===== src/rtl/alx_pkg.sv =====
// Shared types, token kinds and the mnemonic table of the assembly token lexer.
`timescale 1ns / 1ps

package alx_pkg;

    localparam int KW_COUNT = 16;
    // Longest mnemonic; only this many leading letters of a word are kept.
    localparam int KW_BYTES = 7;

    localparam logic [4:0] KIND_ERR     = 5'd0;
    localparam logic [4:0] KIND_SPACE   = 5'd1;
    localparam logic [4:0] KIND_INT     = 5'd2;
    localparam logic [4:0] KIND_IDENT   = 5'd3;
    localparam logic [4:0] KIND_KW_BASE = 5'd4;

    typedef enum logic [1:0] {
        RUN_NONE  = 2'd0,
        RUN_DIGIT = 2'd1,
        RUN_ALPHA = 2'd2
    } run_t;

    typedef struct packed {
        logic [4:0]  kind;
        logic [7:0]  length;
        logic [7:0]  single_char;
        logic [15:0] row;
        logic [15:0] column;
        logic        last;
    } tok_t;

    typedef struct packed {
        logic first;
        logic second;
    } q_push_t;

    typedef struct packed {
        logic valid;
        logic room;
    } q_status_t;

    // Text is right-justified: the first character sits in the highest used byte.
    localparam logic [KW_BYTES*8-1:0] KW_TEXT [KW_COUNT] = '{
        "push", "pop", "load", "add", "sub", "mult", "div", "cmp",
        "jmp", "je", "jge", "jg", "jle", "jl", "syscall", "nop"
    };

    localparam logic [3:0] KW_LEN [KW_COUNT] = '{
        4'd4, 4'd3, 4'd4, 4'd3, 4'd3, 4'd4, 4'd3, 4'd3,
        4'd3, 4'd2, 4'd3, 4'd2, 4'd3, 4'd2, 4'd7, 4'd3
    };

    // Word holds letter j of the run in byte j.
    function automatic logic [4:0] kw_kind(input logic [KW_BYTES*8-1:0] word,
                                           input logic [3:0] len,
                                           input logic long_run);
        logic [4:0] kind;
        logic       hit;
        kind = KIND_IDENT;
        for (int i = 0; i < KW_COUNT; i++)
        begin
            hit = (len == KW_LEN[i]);
            for (int j = 0; j < KW_BYTES; j++)
            begin
                if (j < int'(KW_LEN[i]))
                begin
                    hit = hit && (word[8*j +: 8] ==
                                  KW_TEXT[i][8*(int'(KW_LEN[i]) - 1 - j) +: 8]);
                end
            end
            if (hit && !long_run)
            begin
                kind = KIND_KW_BASE + 5'(i);
            end
        end
        return kind;
    endfunction

endpackage


===== src/rtl/alx_tok_queue.sv =====
// Four-entry shift queue that holds tokens until the output side takes them.
`timescale 1ns / 1ps

module alx_tok_queue (
    input  logic              clk,
    input  logic              rst_n,
    input  alx_pkg::q_push_t  push,
    input  alx_pkg::tok_t     data0,
    input  alx_pkg::tok_t     data1,
    input  logic              pop,
    output alx_pkg::tok_t     head,
    output alx_pkg::q_status_t status
);
    import alx_pkg::*;

    localparam int DEPTH = 4;
    localparam int CNT_W = $clog2(DEPTH + 1);

    tok_t             q_reg  [DEPTH];
    tok_t             q_next [DEPTH];
    logic [CNT_W-1:0] count_reg;
    logic [CNT_W-1:0] count_next;
    logic [CNT_W-1:0] count_kept;

    always_comb
    begin
        count_kept = count_reg - CNT_W'(pop);
        for (int i = 0; i < DEPTH; i++)
        begin
            if (pop && i < DEPTH - 1)
                q_next[i] = q_reg[i + 1];
            else
                q_next[i] = q_reg[i];
            if (push.first && count_kept == CNT_W'(i))
                q_next[i] = data0;
            if (push.second && count_kept + 1'b1 == CNT_W'(i))
                q_next[i] = data1;
        end
        count_next = count_kept + CNT_W'(push.first) + CNT_W'(push.second);
    end

    always_ff @(posedge clk or negedge rst_n)
    begin
        if (!rst_n)
            count_reg <= '0;
        else
            count_reg <= count_next;
    end

    always_ff @(posedge clk)
    begin
        q_reg <= q_next;
    end

    assign head         = q_reg[0];
    assign status.valid = (count_reg != '0);
    // Room for the two tokens that one character can cause at most.
    assign status.room  = (count_reg <= CNT_W'(DEPTH - 2));

    a_second_needs_first: assert property (@(posedge clk) disable iff (!rst_n)
        push.second |-> push.first)
        else $error("second token pushed without the first");

    a_push_has_room: assert property (@(posedge clk) disable iff (!rst_n)
        push.first |-> status.room)
        else $error("token pushed into a full queue");

    a_count_bound: assert property (@(posedge clk) disable iff (!rst_n)
        count_reg <= CNT_W'(DEPTH))
        else $error("queue count beyond depth");

    a_count_idle: assert property (@(posedge clk) disable iff (!rst_n)
        (!pop && !push.first) |=> count_reg == $past(count_reg))
        else $error("queue count moved without a push or pop");

endmodule


===== src/rtl/assembly_token_lexer.sv =====
// Top level of the assembly token lexer: character classifier, run state and output queue.
//
//  channel   dir  handshake                  payload
//  s_axis    in   s_axis_tvalid/tready       tdata = ch, tlast = end_of_input
//  m_axis    out  m_axis_tvalid/tready       tdata/tuser = token, tlast = last_result
//  tab_width in   tab_width_we               tab_width_wdata
//
// One character is taken per cycle while s_axis_tready is high; its tokens are computed in the
// same cycle and written into a four-entry output queue, whose registered head drives m_axis.
// A character that ends a run can give two tokens; the queue drains one per cycle while m_axis_tready
// is high, which sets the sustained rate: one beat per cycle while characters give one token.
// s_axis_tready is high while the queue has room for two tokens.
// rst_n clears the run state, the position to row 1 column 1 and the tab width to 8.
`timescale 1ns / 1ps

module assembly_token_lexer #(
    parameter int MAX_KEYWORD_LEN = 7,
    parameter int MAX_TOKEN_LEN   = 255
) (
    input  logic        clk,
    input  logic        rst_n,
    input  logic        s_axis_tvalid,
    output logic        s_axis_tready,
    input  logic [7:0]  s_axis_tdata,   // [7:0] ch
    input  logic        s_axis_tlast,
    output logic        m_axis_tvalid,
    input  logic        m_axis_tready,
    output logic [47:0] m_axis_tdata,   // [7:0] token_length, [15:8] single_char,
                                        // [31:16] row, [47:32] column
    output logic [4:0]  m_axis_tuser,   // [4:0] token_kind
    output logic        m_axis_tlast,
    input  logic        tab_width_we,
    input  logic [3:0]  tab_width_wdata
);
    import alx_pkg::*;

    localparam int LEN_W = $clog2(MAX_TOKEN_LEN + 1);

    logic [3:0]       tab_width_reg;
    run_t             run_type_reg, run_type_next;
    logic [LEN_W-1:0] run_len_reg, run_len_next;
    logic             run_long_reg, run_long_next;
    logic [7:0]       word_reg [KW_BYTES];
    logic [7:0]       word_next [KW_BYTES];
    logic [7:0]       first_reg, first_next;
    logic [15:0]      row_reg, row_next;
    logic [15:0]      col_reg, col_next;

    logic             accept;
    run_t             cls;
    logic             cont;
    logic             flush_old;
    logic             second_v;
    logic [LEN_W-1:0] len_base, len_app;
    logic             long_app;
    logic [KW_BYTES*8-1:0] word_old_flat, word_app_flat;
    logic [4:0]       kind_old, kind_new;
    logic [16:0]      pos_sum;
    tok_t             tok_old, tok_second;
    tok_t             data0, data1;
    q_push_t          push;
    q_status_t        status;
    tok_t             head;

    function automatic logic [7:0] sat_len(input logic [LEN_W-1:0] len);
        return (32'(len) > 255) ? 8'd255 : 8'(len);
    endfunction

    function automatic logic [3:0] kw_len_code(input logic [LEN_W-1:0] len);
        return (32'(len) > 15) ? 4'd15 : 4'(len);
    endfunction

    assign accept = s_axis_tvalid && s_axis_tready;

    always_comb
    begin
        if (s_axis_tdata inside {["0":"9"]})
            cls = RUN_DIGIT;
        else if (s_axis_tdata inside {["a":"z"], ["A":"Z"]})
            cls = RUN_ALPHA;
        else
            cls = RUN_NONE;

        cont      = (run_type_reg != RUN_NONE) && (cls == run_type_reg);
        flush_old = (run_type_reg != RUN_NONE) && !cont;

        // Appending to the current run, or starting a new one with this letter or digit.
        len_base = cont ? run_len_reg : '0;
        long_app = (cont && run_long_reg) || (32'(len_base) >= MAX_KEYWORD_LEN) ||
                   (32'(len_base) >= MAX_TOKEN_LEN);
        len_app  = (32'(len_base) < MAX_TOKEN_LEN) ? len_base + 1'b1 : len_base;

        for (int j = 0; j < KW_BYTES; j++)
        begin
            word_old_flat[8*j +: 8] = word_reg[j];
            if (cls != RUN_NONE && 32'(len_base) == j)
                word_next[j] = s_axis_tdata;
            else
                word_next[j] = word_reg[j];
            word_app_flat[8*j +: 8] = word_next[j];
        end

        kind_old = (run_type_reg == RUN_DIGIT) ? KIND_INT :
                   kw_kind(word_old_flat, kw_len_code(run_len_reg), run_long_reg);
        kind_new = (cls == RUN_DIGIT) ? KIND_INT :
                   kw_kind(word_app_flat, kw_len_code(len_app), long_app);

        tok_old.kind        = kind_old;
        tok_old.length      = sat_len(run_len_reg);
        tok_old.single_char = first_reg;
        tok_old.row         = row_reg;
        tok_old.column      = col_reg;
        tok_old.last        = 1'b0;

        run_type_next = run_type_reg;
        run_len_next  = run_len_reg;
        run_long_next = run_long_reg;
        first_next    = first_reg;
        row_next      = row_reg;
        col_next      = col_reg;
        pos_sum       = '0;

        tok_second.last = 1'b1;
        if (cls != RUN_NONE)
        begin
            second_v      = s_axis_tlast;
            first_next    = cont ? first_reg : s_axis_tdata;
            run_type_next = s_axis_tlast ? RUN_NONE : cls;
            run_len_next  = s_axis_tlast ? '0 : len_app;
            run_long_next = s_axis_tlast ? 1'b0 : long_app;
            tok_second.kind        = kind_new;
            tok_second.length      = sat_len(len_app);
            tok_second.single_char = first_next;
            tok_second.row         = row_reg;
            tok_second.column      = col_reg;
        end
        else
        begin
            second_v      = 1'b1;
            run_type_next = RUN_NONE;
            run_len_next  = '0;
            run_long_next = 1'b0;
            case (s_axis_tdata)
                " ":
                begin
                    pos_sum  = {1'b0, col_reg} + 17'd1;
                    col_next = pos_sum[16] ? 16'hFFFF : pos_sum[15:0];
                end
                8'h0A:
                begin
                    pos_sum  = {1'b0, row_reg} + 17'd1;
                    row_next = pos_sum[16] ? 16'hFFFF : pos_sum[15:0];
                    col_next = 16'd1;
                end
                8'h09:
                begin
                    pos_sum  = {1'b0, col_reg} + {13'd0, tab_width_reg};
                    col_next = pos_sum[16] ? 16'hFFFF : pos_sum[15:0];
                end
                default:
                begin
                    pos_sum = '0;
                end
            endcase
            // Position as it stands after this character has moved it.
            tok_second.kind = (s_axis_tdata == " " || s_axis_tdata == 8'h0A ||
                               s_axis_tdata == 8'h09) ? KIND_SPACE : KIND_ERR;
            tok_second.length      = 8'd1;
            tok_second.single_char = s_axis_tdata;
            tok_second.row         = row_next;
            tok_second.column      = col_next;
        end

        data1 = tok_second;
        if (flush_old)
        begin
            data0      = tok_old;
            data0.last = !second_v;
        end
        else
        begin
            data0 = tok_second;
        end

        push.first  = accept && (flush_old || second_v);
        push.second = accept && flush_old && second_v;
    end

    always_ff @(posedge clk or negedge rst_n)
    begin
        if (!rst_n)
        begin
            tab_width_reg <= 4'd8;
            run_type_reg  <= RUN_NONE;
            run_len_reg   <= '0;
            run_long_reg  <= 1'b0;
            row_reg       <= 16'd1;
            col_reg       <= 16'd1;
        end
        else
        begin
            if (tab_width_we)
                tab_width_reg <= tab_width_wdata;
            if (accept)
            begin
                run_type_reg <= run_type_next;
                run_len_reg  <= run_len_next;
                run_long_reg <= run_long_next;
                row_reg      <= row_next;
                col_reg      <= col_next;
            end
        end
    end

    // The word buffer and first character are read only while a run is pending.
    always_ff @(posedge clk)
    begin
        if (accept)
        begin
            word_reg  <= word_next;
            first_reg <= first_next;
        end
    end

    alx_tok_queue u_queue (
        .clk    (clk),
        .rst_n  (rst_n),
        .push   (push),
        .data0  (data0),
        .data1  (data1),
        .pop    (m_axis_tvalid && m_axis_tready),
        .head   (head),
        .status (status)
    );

    assign s_axis_tready = status.room;
    assign m_axis_tvalid = status.valid;
    assign m_axis_tdata  = {head.column, head.row, head.single_char, head.length};
    assign m_axis_tuser  = head.kind;
    assign m_axis_tlast  = head.last;

endmodule

===== config.mk =====
export PLATFORM = sky130hd
export DESIGN_NAME = assembly_token_lexer
export DESIGN_NICKNAME = d
export VERILOG_FILES = /design/src/rtl/alx_pkg.sv /design/src/rtl/alx_tok_queue.sv /design/src/rtl/assembly_token_lexer.sv
export SDC_FILE = /design/constraint.sdc
export NUM_CORES = 1
export LEC_CHECK = 0
export BUFFER_PORTS_ARGS = -buffer_cell sky130_fd_sc_hd__clkbuf_2
export CAP_MARGIN = 0
export CORE_UTILIZATION = 51
export CTS_BUF_LIST = sky130_fd_sc_hd__clkbuf_8
export CTS_CLUSTER_SIZE = 10
export DETAILED_ROUTE_END_ITERATION = 10
export PLACE_DENSITY = 0.68
export SYNTH_ARGS = -nofsm -noshare
export SYNTH_HDL_FRONTEND = slang
export SYNTH_HIERARCHICAL = 1
export SYNTH_SLANG_ARGS = --single-unit

===== constraint.sdc =====
create_clock -name clk -period 7.4 [get_ports clk]
set_input_delay 1.85 -clock clk [delete_from_list [all_inputs] [get_ports clk]]
set_output_delay 1.85 -clock clk [all_outputs]
set_load 0.05 [all_outputs]

==> run_results.csv, run 1 <==
group,metric,value,unit
outcome,run_status,"finished, final reports clean",
sta,clock_skew,37.6,ps
sta,setup_tns,0,ps
route,vias,19200,
placement,gp_congestion,0.994,
final_layout,largest_reg_flops,162,
final_layout,num_antenna_cells,0,
final_layout,drive_gt1_frac,0.177,
pwr,power_density,317,nW/um2
final_layout,fillers,3780,
global_routing,grt_max_degree,89,
sta,finalHoldViolations,0,
hold_path,min_path_cells,2,
logic_synthesis,seq_area_frac_synth,0.443,
floorplanning,core,42000,um2
sta,final-setup-viol-count,0,
floorplanning,rows,75,
sta,tightest_slew,1080,ps
placement,hpwl,47.7,mm
floorplanning,die_area,43600,um2
hold_path,hold_path.class,"flip-flop to flip-flop",
logic_synthesis,synthDistinctLibCells,113,
hold_path,min_from,"row_reg[13]$_DFFE_PN0P_",
clocking,cts_tree,"yes",
global_routing,grt_overflow,0,
sta,finalCriticalPeriod,6100,ps
pwr,max-vdd-ir-drop,0.000465,V
global_routing,grt_pass1_wl,110,mm
worst_setup_path,end_kind,"flip-flop",
clocking,cts_root_buf,"clkbuf_8",
logic_synthesis,synth_flop_cell,"edfxtp_1",
clocking,clk_pin_slew,60,ps
worst_setup_path,crit_path_start_kind,"input pin",
sta,rsz0062_at_grt,"false",
route,dr.pass1.iters,6,
global_routing,grt_pass1_vias,18000,
floorplanning,start_util,0.518,
logic_synthesis,ys_ff_latch,330,
clocking,htree_levels,2,
worst_setup_path,crit_type,"input pin to flip-flop",
sta,fmax,0.164,GHz
route,wire_per_inst,25.2,um
route,antenna_left,0,
sta,drv_slew,0,
worst_setup_path,ff2ff_path_depth,14,
final_layout,fin_area,23200,um2
final_layout,final_common_cell,"edfxtp_1",
logic_synthesis,synth-edff-count,280,
placement,port_buffers,73,
logic_synthesis,synth_area,21800,um2
floorplanning,die_x,209,um
sta,fin_crit_sh,0.824,
pwr,power_leakage,8.43,nW
route,drt-initial-drc-count,2142,
logic_synthesis,synth.avg_cell_area,9.24,um2
global_routing,grtUsageTotal,0.329,
logic_synthesis,yosys_warnings,6,
clocking,clkLatencyLatePin,700,ps
global_routing,antenna_found_initial,0,
logic_synthesis,synth_async_sr_flop_share,0.152,
route,routed_wl,73.0,mm
clocking,post_cts_resized,0,
worst_setup_path,r2r_end,"u_queue/q_reg[52]$_DFFE_PP_",
logic_synthesis,synthCells,2359,
route,via_per_inst,6.62,
sta,slew_headroom,0.275,
placement,dpl-instance-area,22000,um2
clocking,cts_sinks,330,
worst_setup_path,crit_fanout,19,
run,max-cap-violations,0,
final_layout,area_growth_syn_to_layout,6.41,%
floorplanning,die_h,209,um
clocking,cts_setup_buffers,0,
clocking,clock_path_buffers,3,
worst_setup_path,worstPathArrival,6520,ps
worst_setup_path,ff2ff_setup_slack,2150,ps
final_layout,layout_common_cells,"edfxtp_1, o21ai_0, nor2_1, nand2_1, a21oi_1",
hold_path,hold_path_end,"row_reg[13]$_DFFE_PN0P_",
clocking,cts_buffers,58,
worst_setup_path,reg2reg_from,"run_type_reg[0]$_DFFE_PN0P_",
worst_setup_path,cp.required,7820,ps
clocking,postCtsHoldBufs,0,
route,drc,0,
floorplanning,io_pins,74,
final_layout,fin_nets,2338,
[cell families after synthesis]
group,after synthesis,synth area share
xor gates and xnor gates,31,0.0128
muxes,92,0.0470
AOI/OAI and AO/OA,777,0.234
other,1,0.000172
and+or+nand+nor,814,0.179
buffers and inverters,301,0.0755
DFF,330,0.443
adders and majority gates,13,0.00815
[worst max-delay path, cell delays in order]
cell and delay, ps:
clkbuf_2 200, or4_1 690, o221ai_2 290, nand2_4 210
and2_1 250, inv_1 60, ha_1 450, inv_1 180
nor4_1 330, o21ai_0 230, a2111oi_0 810, a311o_2 290
or2_1 170, o32ai_2 140, mux2_1 340
[power breakdown]
part	total (mW)	switching (mW)	internal (mW)	leakage, nW
sequential	2.85	0.193	2.66	3.25
clock	1.71	0.822	0.884	0.693
combinational	2.80	2.22	0.576	4.49
total	7.35	3.24	4.12	8.43
[through the flow]
stage	utilization	setup slack (ps)	hold slack, ps	power (mW)	std cells
global placement	0.524	756	488	5.58	2786
detailed placement	0.524	718	502	5.62	2786
floorplan	-	406	471	5.07	2362
finish	0.552	1300	511	7.35	2894
global route	0.552	959	539	7.63	2894
CTS	0.552	1380	516	7.32	2894
[how the worst max path moves through the flow]
stage          slack (ps)            start                      endpoint
5_1_grt               960  s_axis_tdata[3]  u_queue/q_reg[107]$_DFFE_PP_
2_1_floorplan         410  s_axis_tdata[0]  u_queue/q_reg[108]$_DFFE_PP_
3_5_place_dp          720  s_axis_tdata[2]   u_queue/q_reg[52]$_DFFE_PP_
6_report             1300  s_axis_tdata[2]   u_queue/q_reg[52]$_DFFE_PP_
4_1_cts              1380  s_axis_tdata[2]   u_queue/q_reg[52]$_DFFE_PP_
3_3_place_gp          760  s_axis_tdata[3]   u_queue/q_reg[52]$_DFFE_PP_
[routing by layer]
layer  vias to the layer above  wire (um)  track usage
met5                         -          0            0
met4                         0       2680        0.142
met1                      9258      30200        0.449
li1                       8625          -            -
met2                      1100      33400        0.514
met3                       171       6760       0.0561
[area by class of cell]
class	instances	area, um2	share of cell area
multi-input cells	1731	10600	0.456
flip-flops and latches	330	9660	0.417
repair buffers	138	941	0.0406
clock buffers	62	853	0.0368
well taps	539	674	0.0291
clock inverters	46	290	0.0125
inverters	48	185	0.00799
[Yosys cell counts (all sizes together) (7+ instances only)]
cell type	number	area share
edfxtp	280	0.39
o21ai	276	0.064
nor2	266	0.046
nand2	259	0.045
a21oi	212	0.049
buf	148	0.049
a31oi	123	0.036
clkbuf	105	0.018
mux2	82	0.042
a41oi	57	0.040
nand3	55	0.014
inv	48	0.0083
dfrtp	47	0.054
nor3	42	0.010
nand4	31	0.0089
nor4	25	0.0086
and3	21	0.0061
nor2b	20	0.0057
xnor2	19	0.0076
and2	17	0.0049
a22o	16	0.0065
a21o	14	0.0052
o22ai	13	0.0040
or3	13	0.0037
nand2b	12	0.0034
xor2	12	0.0052
ha	11	0.0063
mux2i	10	0.0046
or2	10	0.0029
o221ai	7	0.0039
No activity file was read; power rests on OpenSTA's default activity.
==> run 2, diff against run 1 <==
- clock period: 7.4 -> 5.8 ns (I/O delays scaled with it)
==> run 2 against run 1 <==
  * Count of clock-buffer cells in the layout grew 4
  * Wire length shrank 0.21%
  * Sequential power grew 27%
  * Combinational power grew 27%
  * Global-route usage grew 0.072 points
  * Via count is essentially flat
  * Critical path depth grew 1
  * Register-to-register slack lost 930 ps
  * Final cell count grew 0.76%
==> run_results.csv, run 2 (synthesis gave the netlist of run 1 again) <==
group,metric,value,unit
clocking,clkLatencyLatePin,690,ps
clocking,cts_tree,"yes",
hold_path,hold_path.class,"flip-flop to flip-flop",
worst_setup_path,slowest_delay,590,ps
placement,dpl-instance-area,22200,um2
sta,fin_crit_sh,0.866,
final_layout,fin_nets,2360,
placement,hpwl,47.3,mm
sta,slew_headroom,0.271,
route,vias,19200,
pwr,swShare,0.437,
final_layout,area_growth_syn_to_layout,7.49,%
clocking,cts_buffers,57,
worst_setup_path,crit_path_start_kind,"input pin",
worst_setup_path,slowest_stage,"or4_1",
pwr,power_frac_seq,0.386,
worst_setup_path,cp_cell_sequence,"clkbuf_2 > or4_1 > o221ai_2 > nand2_4 > and2_1 > inv_1 > ha_1 > inv_1 > o31a_2 > o21ai_0 > a2111oi_0 > a311o_2 > or2_1 > o32ai_2 > a41oi_2 > a21oi_1",
clocking,cts_sinks,330,
worst_setup_path,cp_common_cell,"inv_1",
worst_setup_path,crit_fanout,8,
worst_setup_path,end_kind,"flip-flop",
floorplanning,die_area,43600,um2
final_layout,seqCellArea,9660,um2
pwr,power.internal,5.30,mW
sta,holdWs,511,ps
floorplanning,rows,75,
floorplanning,start_util,0.518,
clocking,postCtsHoldBufs,0,
final_layout,fillers,3798,
final_layout,fin_area,23400,um2
pwr,power_leakage,8.51,nW
clocking,cts_root_buf,"clkbuf_8",
placement,port_buffers,73,
worst_setup_path,crit_type,"input pin to flip-flop",
run,max-cap-violations,0,
clocking,cts_setup_buffers,0,
route,routed_wl,72.9,mm
pwr,combPwrFrac,0.377,
sta,drv_slew,0,
placement,pre_cts_ws,154,ps
sta,finalHoldViolations,0,
sta,fmax,0.199,GHz
floorplanning,die_h,209,um
final_layout,largest_reg_flops,162,
clocking,clock_path_buffers,3,
sta,rsz0062_at_grt,"false",
sta,final-setup-viol-count,0,
global_routing,grt_pass1_vias,18100,
global_routing,grt_max_degree,108,
final_layout,layout_common_cells,"edfxtp_1, o21ai_0, nor2_1, nand2_1, a21oi_1",
global_routing,grtUsageTotal,0.329,
pwr,p_sw,4.11,mW
final_layout,num_antenna_cells,0,
worst_setup_path,worstPathArrival,5540,ps
floorplanning,core,42000,um2
route,wire_per_inst,25.0,um
final_layout,multiInputGateArea,10600,um2
placement,gp_congestion,1.02,
route,antenna_left,0,
sta,clock_skew,45.7,ps
pwr,power_density,402,nW/um2
floorplanning,die_x,209,um
pwr,clkPwrFrac,0.236,
global_routing,grt_overflow,0,
pwr,max-vdd-ir-drop,0.000747,V
final_layout,drive_gt1_frac,0.188,
worst_setup_path,cp.required,6320,ps
final_layout,final_common_cell,"edfxtp_1",
sta,finalWorstSetupSlack,777,ps
route,drc,0,
outcome,run_status,"finished, final reports clean",
route,dr.pass1.iters,6,
sta,tightest_slew,1090,ps
sta,setup_tns,0,ps
global_routing,grt_pass1_wl,110,mm
route,drt-initial-drc-count,2298,
clocking,clk_pin_slew,70,ps
clocking,htree_levels,2,
floorplanning,io_pins,74,
route,via_per_inst,6.57,
sta,finalCriticalPeriod,5020,ps
pwr,p_total,9.41,mW
clocking,post_cts_resized,0,
global_routing,antenna_found_initial,0,
-- run 2: critical path: cells and delay by family --
kind                       cells  cell delay (ps)
buffers and inverters          3              320
and+or+nand+nor                4             1120
AOI/OAI and AO/OA              8             2300
adders and majority gates      1              340
-- run 2: power by group through the flow --
stage	logic, mW	clock network (mW)	registers [mW]
final	3.55	2.22	3.63
after CTS	3.49	2.26	3.63
after detailed placement	3.48	0	3.67
after global placement	3.45	0	3.65
after global routing	3.76	2.35	3.68
after floorplan	2.88	0	3.58
-- run 2: final cells by class --
| type | instances | share of cell area |
|---|---|---|
| clock buffers | 66 | 0.0388 |
| clock inverters | 41 | 0.0116 |
| inverters | 48 | 0.00791 |
| multi-input cells | 1731 | 0.452 |
| flip-flops and latches | 330 | 0.413 |
| well taps | 539 | 0.0288 |
| repair buffers | 161 | 0.0486 |
-- run 2: worst paths after layout --
path | end | start | slack (ps) | depth (start not counted)
worst max-delay path | u_queue/q_reg[106]$_DFFE_PP_ | s_axis_tdata[1] | 780 | 16
max in group asynchronous | col_reg[4]$_DFFE_PN0P_ | rst_n | 4280 | 2
worst max register to register | u_queue/q_reg[107]$_DFFE_PP_ | run_len_reg[0]$_DFFE_PN0P_ | 1220 | 11
worst min register to register | row_reg[13]$_DFFE_PN0P_ | row_reg[13]$_DFFE_PN0P_ | 510 | 2
worst min-delay path | row_reg[13]$_DFFE_PN0P_ | row_reg[13]$_DFFE_PN0P_ | 510 | 2
min in group asynchronous | run_long_reg$_DFFE_PN0P_ | rst_n | 940 | 2
-- run 2: through the flow --
step	util	instances
2_1_floorplan	-	2362
3_3_place_gp	0.529	2809
3_5_place_dp	0.529	2809
4_1_cts	0.557	2916
5_1_grt	0.557	2916
6_report	0.557	2916
-- run 2: layer usage --
metal / track usage / wire length, um
met1: 0.450 / 30200
met3: 0.0538 / 6370
met4: 0.132 / 2540
met2: 0.522 / 33800
met5: 0 / 0
